[src/rmq_div_cell.sv]
// one quotient bit of the pipelined restoring divider
module rmq_div_cell #(
    parameter int DW = 30,
    parameter int RW = 17
) (
    input  logic          aclk,
    input  logic          en,
    input  logic [DW-1:0] num_in,
    input  logic [DW-1:0] q_in,
    input  logic [RW-1:0] rem_in,
    input  logic [RW-1:0] den_in,
    output logic [DW-1:0] num_out,
    output logic [DW-1:0] q_out,
    output logic [RW-1:0] rem_out,
    output logic [RW-1:0] den_out
);

    logic [RW:0]   t;
    logic [RW:0]   diff;
    logic          ge;
    logic [DW-1:0] num_reg, num_next;
    logic [DW-1:0] q_reg, q_next;
    logic [RW-1:0] rem_reg, rem_next;
    logic [RW-1:0] den_reg;

    always_comb begin
        t        = {rem_in, num_in[DW-1]};
        ge       = t >= {1'b0, den_in};
        diff     = t - {1'b0, den_in};
        num_next = {num_in[DW-2:0], 1'b0};
        q_next   = {q_in[DW-2:0], ge};
        rem_next = ge ? diff[RW-1:0] : t[RW-1:0];
    end

    always_ff @(posedge aclk) begin
        if (en) begin
            num_reg <= num_next;
            q_reg   <= q_next;
            rem_reg <= rem_next;
            den_reg <= den_in;
        end
    end

    assign num_out = num_reg;
    assign q_out   = q_reg;
    assign rem_out = rem_reg;
    assign den_out = den_reg;

endmodule

[config.mk]
export PLATFORM = sky130hd
export DESIGN_NAME = rmq_div_cell
export DESIGN_NICKNAME = d
export VERILOG_FILES = /design/src/rmq_div_cell.sv
export SDC_FILE = /design/constraint.sdc
export NUM_CORES = 1
export LEC_CHECK = 0
export BUFFER_PORTS_ARGS = -buffer_cell sky130_fd_sc_hd__buf_2
export CORE_MARGIN = 8
export CORE_UTILIZATION = 30
export DETAILED_ROUTE_END_ITERATION = 8
export PLACE_DENSITY_LB_ADDON = 0.08
export RECOVER_POWER = 25
export SETUP_SLACK_MARGIN = 0.1
export SYNTH_ARGS = -nofsm -noshare
export SYNTH_HDL_FRONTEND = slang
export SYNTH_SLANG_ARGS = --single-unit
[constraint.sdc]
create_clock -name aclk -period 7.3 [get_ports aclk]
set_input_delay 0.73 -clock aclk [delete_from_list [all_inputs] [get_ports aclk]]
set_output_delay 0.73 -clock aclk [all_outputs]
set_load 0.02 [all_outputs]
==> impl_metrics.tcl, run 1 <==
set metrics [dict create \
    cp.arrival_ns 2.96 \
    worstPathRequired_ns 7.40 \
    worstPathCellList "buf_2 > inv_1 > ha_1 > inv_1 > fa_1 > a21oi_1 > or3_4 > a21oi_4 > o21bai_4 > and2_4 > inv_12 > mux2_4" \
    coreArea_sq_mm 0.0131 \
    syn2layout_area_growth_pct 37.1 \
    n_fill_cell 1280 \
    cts_inserted_buffers 9 \
    overflow 0 \
    relSlewSlack_pct 40.4 \
    crit_fanout 10 \
    power.total_mw 1.45 \
    cpPeakStageDelay_ns 0.41 \
    multi_input_area_sq_mm 0.00107 \
    synth_seq_area_share_pct 70.1 \
    rsz0062_at_grt "no" \
    diodes 0 \
    setup_viol 0 \
    dieArea_sq_mm 0.0172 \
    hold_violations 0 \
    ys_ff_latch 93 \
    final_cell_area_sq_mm 0.00546 \
    pwr_density_cell_mw_per_mm2 265 \
    yosysWarnings 0 \
    synth_top_area_share_pct 70.1 \
    clock_sinks 93 \
    antenna_found_initial 0 \
    die_x_microns 131 \
    first_pass_iters 4 \
    hold_start "num_in[17]" \
    hold-worst-slack_ns 0.552 \
    finalCritPeriodShare_pct 39.2 \
    synth_fp_nets 361 \
    track_usage_pct 12.4 \
    path_class "in2reg" \
    ys.flop_type "edfxtp_1" \
    placed_area_sq_mm 0.00512 \
    ant_nets 0 \
    vias_per_cell 4.44 \
    tritoncts "yes" \
    fmax_mhz 350 \
    numPortBuffers 187 \
    start_util_pct 30.5 \
    postCtsSetupBuffers 0 \
    seq_area_sq_mm 0.00279 \
    holdBufCountCts 0 \
    hold_depth 1 \
    routed_wl_microns 10600 \
    synthCells 247 \
    ys_top_cells_by_count "edfxtp_1 (93), inv_1 (22), ha_1 (17)" \
    grt_pass1_wl_microns 16600 \
    grt_max_degree 70 \
    drv_cap 0 \
    dr_total_vias 2772 \
    grt_pass1_vias 2911 \
    cp_common_cell "inv_1" \
    hold_class "in2reg" \
    clk_pin_slew_ns 0.07 \
    peakVddDrop_uv 120 \
    dr.first_iter.drc_count 194 \
    synthArstFlopShare_pct 0 \
    syn_area_sq_mm 0.00399 \
    end_kind "flop" \
    p_leak_nw 2.39 \
    critPathSlowestCell "fa_1" \
    htree_levels 3 \
    clockRootBuffer "clkbuf_16" \
    place.gp.congestion 0.756 \
    maxSlewViolCount 0 \
    status "completed" \
    fin_nets 558 \
    min_to "num_out[18]" \
    synth_largest_area_cell "edfxtp_1" \
    start_kind "input pin" \
    dieHeight_microns 131 \
    period_minus_slack_ns 2.86 \
    finalSetupTns_ns 0 \
    dp_hpwl_microns 8360 \
    synth_cell_types 47 \
    wl_per_cell_microns 17.0 \
    syn_avg_cell_area_sq_um 16.1 \
    yosysMostFrequentCell "edfxtp_1" \
    drive_gt1_share_pct 49.7 \
    cts_buffer_depth 2 \
    yosys-top-cells-area "edfxtp_1 (70%), ha_1 (5.3%), mux2_4 (3.8%), inv_1 (2.1%), xnor2_1 (1.8%)" \
    synth_edf_count 93 \
    drc 0 \
    io_pins 190 \
    rows 42 \
    worst-slew-pin-transition_ns 0.894 \
    cts_resized 0 \
]
==> report_power, final <==
part	internal [mW]	switching [mW]	total (mW)	leakage, nW
clock	0.310	0.221	0.531	0.164
sequential	0.646	0.00990	0.656	0.910
combinational	0.103	0.160	0.263	1.31
total	1.06	0.391	1.45	2.39
==> final cells by class <==
class,instances,area share (%)
clock buffer,9,4.12
clock inverter,7,2.15
inverter,23,1.81
multi-input combinational,129,19.5
sequential,93,51.1
tap,176,4.03
timing repair buffer,188,17.2
==> worst max-delay path by stage <==
stage	startpoint	end	slack (ns)
after floorplan	num_in[29]	rem_out[10]	4.46
after global placement	num_in[29]	rem_out[5]	4.08
after detailed placement	num_in[29]	rem_out[9]	4.06
after CTS	num_in[29]	rem_out[9]	4.42
after global routing	num_in[29]	rem_out[9]	4.32
final	num_in[29]	rem_out[9]	4.44
==> routing by layer <==
| layer | global-route usage [%] | up-vias | wire (microns) |
|---|---|---|---|
| met5 | 0 | - | 0 |
| met4 | 4.59 | 0 | 141 |
| met3 | 5.53 | 13 | 999 |
| met2 | 19.6 | 134 | 4920 |
| met1 | 14.6 | 1292 | 4550 |
| li1 | - | 1333 | - |
==> through the flow <==
stage               worst slack, ns  util [%]  std cells
finish                         4.44      41.8        625
global route                   4.32      41.8        625
CTS                            4.42      41.8        625
detailed placement             4.06      39.2        609
global placement               4.08      39.2        609
floorplan                      4.46         -        247
==> flip-flops by register name (all words and copies together) (netlist names) <==
name	count
q_out	30
den_out	17
num_out	29
rem_out	17
==> cells by family after synthesis <==
logic type | share of synthesized area (%)
simple gates | 5.56
fa+ha+maj | 5.84
mux | 4.02
compound gates | 8.85
buf+inv | 3.17
other cells | 0.0941
xor+xnor | 2.42
flops | 70.1
==> critical path, delay by kind of cell <==
| kind | cells | cell delay [ns] |
|---|---|---|
| AOI/OAI and AO/OA | 3 | 0.57 |
| adders and majority gates | 2 | 0.56 |
| and+or+nand+nor | 2 | 0.51 |
| muxes | 1 | 0.30 |
| buffers and inverters | 4 | 0.28 |
==> layout by cell type (no fill, tap or decap), drive strengths merged, types with 6 or more instances in the layout <==
cell,count
nor2,6
buf,185
nand3,8
inv,26
ha,17
nand2,9
edfxtp,93
clkbuf,12
mux2,10
o21ai,7
a21oi,15
xnor2,8
(Power assumes the default switching activity.)
==> run 2: changes to the inputs <==
--- a/config.mk
+++ b/config.mk
@@ -5,6 +5,7 @@
 export SDC_FILE = /design/constraint.sdc
 export NUM_CORES = 1
 export LEC_CHECK = 0
+export ABC_AREA = 1
 export BUFFER_PORTS_ARGS = -buffer_cell sky130_fd_sc_hd__buf_2
 export CORE_MARGIN = 8
 export CORE_UTILIZATION = 30
==> constraint.sdc (replaced) <==
create_clock -name aclk -period 2.8 [get_ports aclk]
set_input_delay 0.28 -clock aclk [delete_from_list [all_inputs] [get_ports aclk]]
set_output_delay 0.28 -clock aclk [all_outputs]
set_load 0.02 [all_outputs]
==> impl_metrics.tcl, run 2 <==
set metrics [dict create \
    fin_nets 707 \
    grt_pass1_vias 3317 \
    holdBufCountCts 0 \
    postCtsSetupBuffers 0 \
    setup_viol 0 \
    setup_ws_ns 0.791 \
    p_leak_nw 2.89 \
    hold_depth 1 \
    htree_levels 3 \
    cts_buffer_depth 2 \
    start_kind "input pin" \
    yosys-top-cells-area "edfxtp_1 (63%), nand2_1 (9.1%), inv_1 (5.4%), ha_1 (4.8%), nand3_1 (3.3%)" \
    drv_cap 0 \
    yosysMostFrequentCell "nand2_1" \
    synth_cell_types 27 \
    synthCells 396 \
    drive_gt1_share_pct 41.6 \
    final_cell_area_sq_mm 0.00589 \
    maxSlewViolCount 0 \
    worstPathRequired_ns 2.90 \
    cpPeakStageDelay_ns 0.45 \
    synth_edf_count 93 \
    overflow 0 \
    min_to "num_out[1]" \
    power.total_mw 3.76 \
    antenna_found_initial 0 \
    routed_wl_microns 12200 \
    synth_top_area_share_pct 63.1 \
    largest_reg_flops 30 \
    synth_largest_area_cell "edfxtp_1" \
    rsz0062_at_grt "no" \
    start_util_pct 30.6 \
    fin_util_pct 40.7 \
    hold-worst-slack_ns 0.106 \
    grt_pass1_wl_microns 17900 \
    power.internal_mw 2.66 \
    syn_area_sq_mm 0.00443 \
    ys_top_cells_by_count "nand2_1 (107), edfxtp_1 (93), inv_1 (64)" \
    hold_violations 0 \
    final_cell_mix "buf_2 (181), nand2_1 (107), edfxtp_1 (93)" \
    clk_pin_slew_ns 0.07 \
    yosysWarnings 0 \
    synth_fp_nets 510 \
    crit_fanout 18 \
    die_x_microns 138 \
    dieHeight_microns 138 \
    grt_max_degree 37 \
    crit_family "simple AND/OR/NAND/NOR gates" \
    ant_nets 0 \
    syn2layout_area_growth_pct 32.9 \
    end_kind "flop" \
    finalSetupTns_ns 0 \
    peakVddDrop_uv 237 \
    place_inst 766 \
    fin_cells 782 \
    dieArea_sq_mm 0.0189 \
    first_pass_iters 5 \
    p_comb_share_pct 20.3 \
    critPathSlowestCell "fa_1" \
    io_pins 190 \
    rows 44 \
    dp_hpwl_microns 9700 \
    worstPathCellList "buf_2 > inv_1 > ha_1 > inv_1 > fa_1 > nand3_2 > nand3_2 > nand2_4 > nand2_4 > nand2_1 > nand2_1" \
    p_sw_share_pct 29.4 \
    synthArstFlopShare_pct 0 \
    finalCritPeriodShare_pct 71.7 \
    final_common_cell "buf_2" \
    clockRootBuffer "clkbuf_16" \
    ys_ff_latch 93 \
    dr.first_iter.drc_count 176 \
    coreArea_sq_mm 0.0145 \
    vias_per_cell 4.28 \
    wl_per_cell_microns 15.7 \
    synth_seq_area_share_pct 63.1 \
    cts_resized 0 \
    numPortBuffers 187 \
    fmax_mhz 498 \
    cts_inserted_buffers 9 \
    drc 0 \
    clock_sinks 93 \
    syn_avg_cell_area_sq_um 11.2 \
    ys.flop_type "edfxtp_1" \
    place.gp.congestion 0.819 \
    period_minus_slack_ns 2.01 \
    post-place-ws_ns 0.398 \
    cp.arrival_ns 2.11 \
    dr_total_vias 3344 \
    status "completed" \
    p_sw_mw 1.11 \
    pwr_density_cell_mw_per_mm2 639 \
    tritoncts "yes" \
    hold_start "num_in[0]" \
    crit_buf_inv 3 \
    track_usage_pct 12.4 \
    hold_class "in2reg" \
    p_seq_share_pct 45.4 \
    path_class "in2reg" \
    placed_area_sq_mm 0.00558 \
    crit_cells 11 \
    clock_power_share_pct 34.3 \
    diodes 0 \
]
==> run 2: cell count changes in the layout (fill, tap and decap cells not counted), moves of 10 or more <==
cell,change
inv_1,+42
mux2_4,-10
nand2_1,+98
nand2_2,+17
nand3_1,+22
nand2_4,+12
==> run 2: area by class of cell <==
cell class | instances | area (sq um)
multi-input cells | 229 | 1330
inverters | 69 | 259
clock buffers | 9 | 225
repair buffers | 191 | 962
well taps | 184 | 230
flip-flops and latches | 93 | 2790
clock inverters | 7 | 92.6
fillers | 1485 | 8590
==> run 2: kinds of logic after synthesis <==
logic type / synth area share [%]
other: 0.0847
and+or+nand+nor: 21.6
adders and majority gates: 5.25
DFF: 63.1
AOI/OAI and AO/OA: 1.61
buffers and inverters: 7.01
xor gates and xnor gates: 1.38
==> run 2: power groups by stage <==
stage               Sequential (mW)  Clock, mW  Combinational, mW
floorplan                      1.92          0              0.312
global placement               1.74          0              0.776
detailed placement             1.74          0              0.779
CTS                            1.71       1.34              0.782
global route                   1.72       1.39              0.838
finish                         1.71       1.29              0.763
==> run 2: worst max path at each step <==
stage             endpoint  slack (ns)       start
2_1_floorplan   rem_out[4]        0.95  den_in[13]
3_3_place_gp   rem_out[15]        0.43  num_in[29]
3_5_place_dp   rem_out[15]        0.40  num_in[29]
4_1_cts        rem_out[15]        0.78  num_in[29]
5_1_grt        rem_out[16]        0.65  num_in[29]
6_report       rem_out[15]        0.79  num_in[29]
==> run 2: routing by layer <==
metal	share of wire, %	GRT usage (%)
met1	43	15.3
met2	46	20.2
met3	10	3.83
met4	1.2	4.35
met5	0	0
