File: src/rmq_sqrt_cell.sv
// one digit step of the pipelined integer square root
module rmq_sqrt_cell #(
    parameter int NE  = 32,
    parameter int RW  = 16,
    parameter int RMW = 18
) (
    input  logic           aclk,
    input  logic           en,
    input  logic [NE-1:0]  n_in,
    input  logic [RW-1:0]  root_in,
    input  logic [RMW-1:0] rem_in,
    output logic [NE-1:0]  n_out,
    output logic [RW-1:0]  root_out,
    output logic [RMW-1:0] rem_out
);

    logic [RMW+1:0] t;
    logic [RMW+1:0] trial;
    logic [RMW+1:0] diff;
    logic           ge;
    logic [NE-1:0]  n_reg, n_next;
    logic [RW-1:0]  root_reg, root_next;
    logic [RMW-1:0] rem_reg, rem_next;

    always_comb begin
        t         = {rem_in, n_in[NE-1:NE-2]};
        trial     = (RMW+2)'({root_in, 2'b01});
        ge        = t >= trial;
        diff      = t - trial;
        n_next    = {n_in[NE-3:0], 2'b00};
        root_next = {root_in[RW-2:0], ge};
        rem_next  = ge ? diff[RMW-1:0] : t[RMW-1:0];
    end

    always_ff @(posedge aclk) begin
        if (en) begin
            n_reg    <= n_next;
            root_reg <= root_next;
            rem_reg  <= rem_next;
        end
    end

    assign n_out    = n_reg;
    assign root_out = root_reg;
    assign rem_out  = rem_reg;

endmodule

File: config.mk
export PLATFORM = sky130hd
export DESIGN_NAME = rmq_sqrt_cell
export DESIGN_NICKNAME = d
export VERILOG_FILES = /design/src/rmq_sqrt_cell.sv
export SDC_FILE = /design/constraint.sdc
export NUM_CORES = 1
export LEC_CHECK = 0
export BUFFER_PORTS_ARGS = -buffer_cell sky130_fd_sc_hd__buf_2
export CAP_MARGIN = 20
export CELL_PAD_IN_SITES_DETAIL_PLACEMENT = 0
export CELL_PAD_IN_SITES_GLOBAL_PLACEMENT = 1
export CORE_ASPECT_RATIO = 0.75
export CORE_MARGIN = 5
export CORE_UTILIZATION = 33
export DETAILED_ROUTE_END_ITERATION = 16
export GPL_TIMING_DRIVEN = 0
export HOLD_SLACK_MARGIN = 0.15
export PLACE_DENSITY = 0.84
export SYNTH_ARGS = -nofsm -noshare
export SYNTH_HDL_FRONTEND = slang
export SYNTH_SLANG_ARGS = --single-unit
File: constraint.sdc
create_clock -name aclk -period 2.1 [get_ports aclk]
set_input_delay 0.105 -clock aclk [delete_from_list [all_inputs] [get_ports aclk]]
set_output_delay 0.105 -clock aclk [all_outputs]
set_load 0.02 [all_outputs]
==> results of run 1 <==
==> logic make-up after synthesis <==
| group | after synthesis | share of synthesized area (%) |
|---|---|---|
| other | 1 | 0.120 |
| AO/OA/AOI/OAI | 43 | 10.4 |
| buffers and inverters | 26 | 3.67 |
| XOR/XNOR | 14 | 3.91 |
| adder cells (fa/ha/maj) | 18 | 7.18 |
| AND/OR/NAND/NOR | 46 | 7.14 |
| flip-flops | 64 | 61.2 |
| multiplexers | 18 | 6.34 |
==> metal layers <==
| layer | vias to the layer above | share of wire (%) | global-route usage (%) | wire (um) |
|---|---|---|---|---|
| met5 | - | 0.30 | 0 | 27 |
| li1 | 1270 | - | - | - |
| met2 | 102 | 46 | 26.2 | 4050 |
| met4 | 4 | 1.2 | 4.10 | 110 |
| met3 | 14 | 9.9 | 6.83 | 876 |
| met1 | 1185 | 43 | 18.1 | 3800 |
==> cell usage in the layout, fill, tap and decap left out, types with 2 or more instances in the layout <==
| cell type | netlist | routed |
|---|---|---|
| o21ai_0 | 2 | 2 |
| nor3_1 | 6 | 6 |
| nand4_1 | 2 | 2 |
| nor2_1 | 11 | 10 |
| a211oi_1 | 3 | 2 |
| clkbuf_16 | 0 | 9 |
| dlygate4sd3_1 | 0 | 61 |
| xor2_1 | 4 | 4 |
| xnor2_1 | 10 | 10 |
| edfxtp_1 | 64 | 64 |
| a21o_1 | 2 | 2 |
| a21oi_1 | 15 | 14 |
| nand2b_1 | 3 | 3 |
| o21ai_4 | 1 | 2 |
| ha_1 | 18 | 18 |
| bufinv_16 | 0 | 2 |
| nand3_1 | 5 | 5 |
| a31oi_1 | 3 | 3 |
| buf_4 | 2 | 4 |
| mux2_2 | 13 | 13 |
| conb_1 | 1 | 2 |
| o21ai_2 | 2 | 2 |
| mux2_1 | 2 | 2 |
| o21a_1 | 6 | 6 |
| mux2i_1 | 3 | 3 |
| clkinv_2 | 0 | 2 |
| inv_1 | 20 | 20 |
| buf_2 | 2 | 133 |
| nand2_1 | 12 | 12 |
==> worst max path at each step <==
| stage | to | slack [ns] | cells past startpoint |
|---|---|---|---|
| 3_3_place_gp | rem_out[14] | -0.49 | 7 |
| 3_5_place_dp | rem_out[16] | -0.50 | 6 |
| 5_1_grt | rem_out[17] | 0.005 | 10 |
| 4_1_cts | rem_out[12] | 0.07 | 12 |
| 2_1_floorplan | rem_out[10] | 0.02 | 11 |
| 6_report | rem_out[17] | 0.15 | 10 |
==> final cells by class <==
| cell class | count | share of cell area, % |
|---|---|---|
| Inverter | 20 | 1.52 |
| Clock buffer | 10 | 4.63 |
| Tap cell | 128 | 3.24 |
| Sequential cell | 64 | 38.9 |
| Clock inverter | 6 | 1.67 |
| Multi-Input combinational cell | 141 | 23.0 |
| Buffer | 5 | 0.734 |
| Timing Repair Buffer | 195 | 26.3 |
==> power breakdown <==
group          switching [uW]  internal [uW]
sequential               30.2           1570
combinational             505            399
clock                     529           1030
==> worst max-delay path, cell delays in order <==
cell and delay, ns:
buf_2 0.10, inv_1 0.04, ha_1 0.27, buf_2 0.16
a211o_1 0.32, a211oi_2 0.28, nor2_1 0.14, nor4b_1 0.25
nor4_1 0.09, mux2_2 0.26
==> state kept, by name (all words and copies together) (netlist names) <==
register / cells
root_out: 16
n_out: 30
rem_out: 18
==> through the flow <==
stage                     total power, uW  cell area [um2]  hold WS (ns)
after floorplan                      2130             3140         0.204
after global placement               2400             3960         0.281
after detailed placement             2420             3980         0.283
after CTS                            4090             4920         0.171
after global routing                 4260             4940         0.222
final                                4060             4940         0.188
==> repair_timing <==
item | 4_1_cts | 5_1_grt
hold buffers | 61 | 0
endpoints found under the setup margin | 6 | 15
setup buffers | 2 | 0
endpoints found under the hold margin | 61 | 0
resized for setup | 1 | 6
pin swaps | 1 | 0
==> impl_results.md, run 1 <==
- Async set-reset flop share out of synthesis: 0%
- Placer Congestion: 0.800
- Max rail drop VDD: 379 uV
- Static leakage: 0.00216 uW
- Type of element launching the critical path: input port
- Number of stages on the worst hold path: 3
- Top-level I/O count: 134
- Hold path endpoint: rem_out[1]
- Area taken by flip-flops and latches: 1920 um2
- Highest net fanout along the worst path: 7
- Post-Syn Area: 3140 um2
- Root Buffer Master: clkbuf_16
- Fraction of final layout cells sized beyond drive strength 1: 40.1%
- Starting density of the core: 34.3%
- Antenna Diode Count: 0
- Via count normalized by instance count: 4.53
- Final core utilization: 54.0%
- Number of buffers inserted during clock tree synthesis: 9
- Multi-input gate area: 1140 um2
- Clock transition at the registers of the reported paths: 0.06 ns
- Number of flops mapped to enable cells by yosys: 64
- Drt drc: 0
- Estimated wirelength of the detail-placed design: 6010 um
- Post-placement setup slack: -0.496 ns
- Number of antenna violations at the first check in global routing: 2
- Synthesized area divided by synthesized cell count: 13.6 um2
- Final setup fails: 0
- H-tree depth: 3
- Run status: complete, no violations
- Cell count after synthesis: 230
- Fin crit share: 92.7%
- Number of inserted filler cells in the final layout: 813
- Wire length of the first global-routing pass: 13700 um
- Hold WC Path Type: input port to register
- Count of port buffers added during placement: 131
- Main area contributors after synthesis: edfxtp_1 (61%), ha_1 (7.2%), mux2_2 (4.7%)
- Overall Global Routing Usage: 15.5%
- Most numerous cell types in the synthesized netlist: edfxtp_1 (64), inv_1 (20), ha_1 (18), a21oi_1 (15), mux2_2 (13)
- Transition time of the tightest slew-check pin: 0.602 ns
- Most frequently used flop master after synthesis: edfxtp_1
- Synth Register Bits: 64
- Deepest clock path buffer count: 2
- Avg WL per Cell: 15.6 um
- Die ar.: 11600 um2
- Vias in the first global route: 2778
- GRT overflow: 0
- Worst setup startpoint: root_in[6]
- Critical Path End Type: register
- Max-capacitance violation count: 0
- Setup repair after global routing missed its margin: no
- Placed cells: 491
- Most common cell in the synthesized netlist: edfxtp_1
- Total detailed-routing wirelength: 8860 um
- Hold Fails Final Rpt: 0
- CTS tree: done
- Count of standard-cell rows: 30
- Count of yosys warnings during synthesis: 0
- Fin worst setup slack: 0.153 ns
- Arrival time of the worst setup path: 2.02 ns
- Net count, final: 522
- Maximum number of pins on one net before global-route repair: 40
- Fin Setup TNS: 0 ns
- Initial detailed-routing violation count: 184
- Sequential element share of the synthesized area: 61.2%
- Ratio of total power to cell area: 822 nW/um2
- Detailed-route via count: 2575
- Shortest clock period the worst path allows after layout: 1.95 ns
- Die height: 94.5 um
- Max Freq: 0.514 GHz
- Pre-antenna DRT Iters: 4
- Crit Path Class: input port to register
- Horiz. Die Dim: 123 um
- Final Non-Filler Cells: 569
- Max-slew violation count: 0
- Count of antenna-violating nets left after detailed routing: 0
- Relative max-transition margin: 59.9%
- Core footprint: 9160 um2
- Largest area contributor in the netlist: edfxtp_1
- Start point of the worst min-delay path: n_in[31]
- Critical path required time: 2.18 ns
- Clock sink count: 64
- Portion of synthesized cell area occupied by the leading cell type: 61.2%
- Growth of design area from synthesis to finish: 57.5%
- Post-synthesis cell type count: 43
Power figures use the tool's default switching activity.
==> run 2, diff against run 1 <==
CORE_UTILIZATION = 37   (was 33)
PLACE_DENSITY = 0.89   (was 0.84)
SLEW_MARGIN = 20   (was default)
clock period = 2 ns   (was 2.1 ns; I/O delays follow)
==> impl_results.md, run 2 (synthesis results as in run 1) <==
- Arrival time of the worst setup path: 2.00 ns (-0.02 ns)
- Placer Congestion: 0.749 (-6.3%)
- Shortest clock period the worst path allows after layout: 1.92 ns
- Count of port buffers added during placement: 131 (unchanged)
- Hold Fails Final Rpt: 0 (unchanged)
- Maximum number of pins on one net before global-route repair: 65 (+63%)
- Worst path cell trace: buf_2, inv_1, ha_1, nand2_1, o31a_1, o21ai_4, a41oi_4, nor2b_1, xnor2_1, mux2_4
- Initial detailed-routing violation count: 120 (-35%)
- Max Freq: 0.520 GHz
- Avg WL per Cell: 15.7 um (+0.90%)
- Hold WC Path Type: input port to register
- Drt drc: 0 (unchanged)
- GRT overflow: 0 (unchanged)
- Final setup fails: 0 (unchanged)
- Leading cell types in the layout, fill and taps excluded: buf_2 (131), edfxtp_1 (64), dlygate4sd3_1 (60)
- Wire length of the first global-routing pass: 12900 um (-6.4%)
- Critical path required time: 2.08 ns (-0.10 ns)
- Total detailed-routing wirelength: 8610 um (-2.8%)
- Growth of design area from synthesis to finish: 58.9%
- Net count, final: 522 (unchanged)
- Root Buffer Master: clkbuf_16
- Pre-antenna DRT Iters: 4 (unchanged)
- Transition time of the tightest slew-check pin: 0.822 ns (+0.220 ns)
- Count of standard-cell rows: 29 (-3.3%)
- Ratio of total power to cell area: 840 nW/um2 (+2.2%)
- Relative max-transition margin: 45.2% (-15 points)
- Antenna Diode Count: 0 (unchanged)
- Number of antenna violations at the first check in global routing: 0 (-2)
- Deepest clock path buffer count: 2 (unchanged)
- Static leakage: 0.00220 uW (+1.7%)
- Type of element launching the critical path: input port
- Core footprint: 8380 um2 (-8.5%)
- Max rail drop VDD: 487 uV (+28%)
- Die height: 89.8 um (-5.0%)
- Max FFs per register: 30 (unchanged)
- Count of antenna-violating nets left after detailed routing: 0 (unchanged)
- Hold slack: 0.160 ns (-0.0277 ns)
- Detailed-route via count: 2584 (+0.35%)
- Overall Global Routing Usage: 15.8% (+0.29 points)
- Critical Path End Type: register
- Estimated wirelength of the detail-placed design: 5840 um (-2.9%)
- Run status: complete, no violations
- Fraction of final layout cells sized beyond drive strength 1: 42.5% (+2.4 points)
- Max-slew violation count: 0 (unchanged)
- CTS tree: done
- Starting density of the core: 37.4% (+3.2 points)
- Commonest non-fill, non-tap cell in the layout: buf_2
- Highest net fanout along the worst path: 4 (-3)
- Cell at the slowest stage of the critical path: o31a_1
- Vias in the first global route: 2621 (-5.7%)
- Number of buffers inserted during clock tree synthesis: 9 (unchanged)
- Post-placement setup slack: -0.442 ns (+0.0536 ns)
- Number of inserted filler cells in the final layout: 673 (-17%)
- Horiz. Die Dim: 116 um (-5.1%)
- Stage delay of the slowest cell on the critical path: 0.38 ns (+0.06 ns)
- Die ar.: 10400 um2 (-9.8%)
- Top-level I/O count: 134 (unchanged)
- Max-capacitance violation count: 0 (unchanged)
- Clock transition at the registers of the reported paths: 0.05 ns (about the same)
- Via count normalized by instance count: 4.72 (+4.2%)
- Clock sink count: 64 (unchanged)
- Crit Path Class: input port to register
- Fin worst setup slack: 0.0781 ns (-0.0752 ns)
- Setup repair after global routing missed its margin: no
- H-tree depth: 3 (unchanged)
- Fin crit share: 96.1%
[run 2: report_power, final]
group / switching, uW / internal (uW) / leakage [uW] / total [uW]
logic: 544 / 455 / 0.00143 / 999
registers: 31.8 / 1650 / 0.000627 / 1680
clock network: 561 / 951 / 0.000141 / 1510
total: 1140 / 3050 / 0.00220 / 4190
[run 2: layout make-up]
type	count	area (um2)	area share (%)
Tap cell	108	135	2.71
Multi-Input combinational cell	141	1220	24.4
Inverter	20	75.1	1.51
Clock inverter	6	61.3	1.23
Clock buffer	9	225	4.52
Timing Repair Buffer	194	1290	25.9
Buffer	6	56.3	1.13
Sequential cell	64	1920	38.5
[run 2: final timing paths]
check,startpoint,end,depth (start not counted)
max,root_in[2],rem_out[13],10
min,rem_in[13],rem_out[15],3
[run 2: per-layer routing]
metal	global-route usage [%]	wire (um)
met1	18.6	3570
met2	27.0	4090
met3	5.30	845
met4	4.64	102
met5	0	0
[run 2: repair_timing]
item / 4_1_cts / 5_1_grt
endpoints found under the setup margin: 6 / 15
hold endpoints to repair: 60 / 0
cloned: 0 / 0
pin swaps: 0 / 2
resized for setup: 1 / 6
hold buffers: 60 / 0
setup buffers: 2 / 1
[run 2: worst max-delay path, delay by kind of cell]
family | cells | cell delay (ns)
compound gates | 3 | 0.76
xor+xnor | 1 | 0.14
fa+ha+maj | 1 | 0.34
buf+inv | 2 | 0.11
mux | 1 | 0.25
simple gates | 2 | 0.28
[run 2: metrics by stage]
step                util (%)  power (uW)  instances  TNS [ns]  cell area, um2
floorplan                  -        2280        231         0            3230
global placement        48.0        2560        470     -5.17            4020
detailed placement      48.0        2580        470     -5.59            4030
CTS                     59.0        4210        547         0            4940
global route            59.5        4380        548         0            4990
finish                  59.5        4190        548         0            4990
==> run 3, diff against run 2 <==
SKIP_LAST_GASP = 1   (was default)
clock period = 1.8 ns   (was 2 ns; I/O delays follow)
==> impl_results.md, run 3 (synthesis results as in run 1) <==
- Die height: 89.8 um (unchanged)
- Power, Total: 4830 uW (+15%)
- Shortest clock period the worst path allows after layout: 1.77 ns
- Root Buffer Master: clkbuf_16
- Die ar.: 10400 um2 (unchanged)
- Wire length of the first global-routing pass: 13100 um (+1.8%)
- Total detailed-routing wirelength: 8740 um (+1.6%)
- CTS tree: done
- Met3 wirelength from detailed routing: 852 um (+0.83%)
- Final core utilization: 63.6% (+4.1 points)
- Transition time of the tightest slew-check pin: 0.822 ns (+0.000275 ns)
- Horiz. Die Dim: 116 um (unchanged)
- Max-slew violation count: 0 (unchanged)
- Setup repair after global routing missed its margin: yes
- Leading cell types in the layout, fill and taps excluded: buf_2 (129), edfxtp_1 (64), dlygate4sd3_1 (60)
- Net count, final: 534 (+2.3%)
- Worst path cell trace: buf_2, inv_1, ha_4, nor2_2, o31a_1, o21ai_4, a41oi_4, nor4b_4, nor4_2, mux2_4
- Max FFs per register: 30 (unchanged)
- Cell at the slowest stage of the critical path: o31a_1
- Bufs and invs on worst path: 2 (unchanged)
- Area taken by flip-flops and latches: 1920 um2 (unchanged)
- Critical Path End Type: register
- Antenna Diode Count: 0 (unchanged)
- Count of standard-cell rows: 29 (unchanged)
- Growth of design area from synthesis to finish: 69.9%
- Max-capacitance violation count: 0 (unchanged)
- Type of element launching the critical path: input port
- Avg WL per Cell: 15.6 um (-0.80%)
- Ratio of total power to cell area: 906 nW/um2 (+7.9%)
- Max Freq: 0.564 GHz
- Initial detailed-routing violation count: 179 (+49%)
- Crit Path Class: input port to register
- Placed cells: 470 (unchanged)
- Stage delay of the slowest cell on the critical path: 0.36 ns (-0.02 ns)
- Highest routed layer: met4
- Clock sink count: 64 (unchanged)
- Final Non-Filler Cells: 561 (+2.4%)
- Hold slack: 0.167 ns (+0.00730 ns)
- Number of inserted filler cells in the final layout: 630 (-6.4%)
- Detailed-route via count: 2652 (+2.6%)
- Deepest clock path buffer count: 2 (unchanged)
- Number of antenna violations at the first check in global routing: 0 (unchanged)
- Fin worst setup slack: 0.0283 ns (-0.0498 ns)
- Critical path required time: 2.00 ns (-0.08 ns)
- Clock transition at the registers of the reported paths: 0.06 ns (about the same)
- Fraction of final layout cells sized beyond drive strength 1: 50.1% (+7.6 points)
- Placer Congestion: 0.738 (-1.4%)
- Highest net fanout along the worst path: 4 (unchanged)
- Hold WC Path Type: input port to register
- Post-placement setup slack: -0.580 ns (-0.138 ns)
- Relative max-transition margin: 45.2% (about the same)
- Final setup fails: 0 (unchanged)
- Max rail drop VDD: 605 uV (+24%)
- Maximum number of pins on one net before global-route repair: 65 (unchanged)
- Delay-heaviest family, CP: compound AO/OA/AOI/OAI gates
- Run status: complete, no violations
- Multi-input gate area: 1440 um2 (+18%)
- Number of buffers inserted during clock tree synthesis: 9 (unchanged)
- Count of antenna-violating nets left after detailed routing: 0 (unchanged)
- Fin crit share: 98.4%
- Starting density of the core: 37.4% (unchanged)
- Pre-antenna DRT Iters: 4 (unchanged)
- Arrival time of the worst setup path: 1.97 ns (-0.03 ns)
- Vias in the first global route: 2725 (+4.0%)
- Top-level I/O count: 134 (unchanged)
- H-tree depth: 3 (unchanged)
- Estimated wirelength of the detail-placed design: 5820 um (-0.25%)
- Core footprint: 8380 um2 (unchanged)
- Overall Global Routing Usage: 15.7% (-0.033 points)
- Via count normalized by instance count: 4.73 (+0.25%)
- Met2 Wirelength: 4100 um (+0.47%)
- Total routed wire length on the met1 layer: 3700 um (+3.5%)
- Static leakage: 0.00228 uW (+3.9%)
- Commonest non-fill, non-tap cell in the layout: buf_2
- Hold Fails Final Rpt: 0 (unchanged)
- Count of port buffers added during placement: 131 (unchanged)
- Drt drc: 0 (unchanged)
- GRT overflow: 0 (unchanged)
[run 3: cell types whose count changed in the layout (fill, tap and decap cells not counted), moves of 3 or more]
cell     before  now
a21oi_1      12    9
buf_4         5   16
buf_6         1    4
ha_1         16    6
ha_4          2   11
inv_1        20   16
inv_2         0    3
nor2_1       10    7
[run 3: layout make-up]
cell class	count	share of cell area (%)
Buffer	5	1.13
Clock inverter	7	1.34
Timing Repair Buffer	207	26.1
Sequential cell	64	36.0
Clock buffer	9	4.22
Multi-Input combinational cell	141	27.1
Inverter	20	1.55
Tap cell	108	2.53
[run 3: timing repair]
item | in CTS | in global routing
endpoints found under the hold margin | 60 | 0
pin swaps | 5 | 15
resized for setup | 7 | 22
setup endpoints to repair | 18 | 16
setup buffers | 5 | 11
hold buffers | 60 | 0
[run 3: power breakdown]
part | leakage [uW] | internal, uW | switching (uW)
clock network | 0.000139 | 1070 | 640
registers | 0.000627 | 1830 | 36.0
logic | 0.00152 | 599 | 658
total | 0.00228 | 3500 | 1330
[run 3: stage by stage]
step	cell area [um2]	setup TNS, ns
after floorplan	3400	-0.825
after global placement	4200	-8.08
after global routing	5330	-0.328
after CTS	5160	0
after detailed placement	4200	-8.22
final	5330	0
[run 3: tightest hold or removal path, delay by kind of cell]
family / cells / cell delay [ns]
buffers and inverters: 2 / 0.17
muxes: 1 / 0.06
[run 3: worst paths after layout]
kind / startpoint / to / slack, ns / depth (start not counted)
max: root_in[0] / rem_out[17] / 0.03 / 10
min: rem_in[13] / rem_out[15] / 0.17 / 3
[run 3: per-layer routing]
metal,up-vias,track usage (%)
met1,1248,19.4
met5,-,0
li1,1293,-
met2,102,26.1
met3,9,5.30
met4,0,4.35
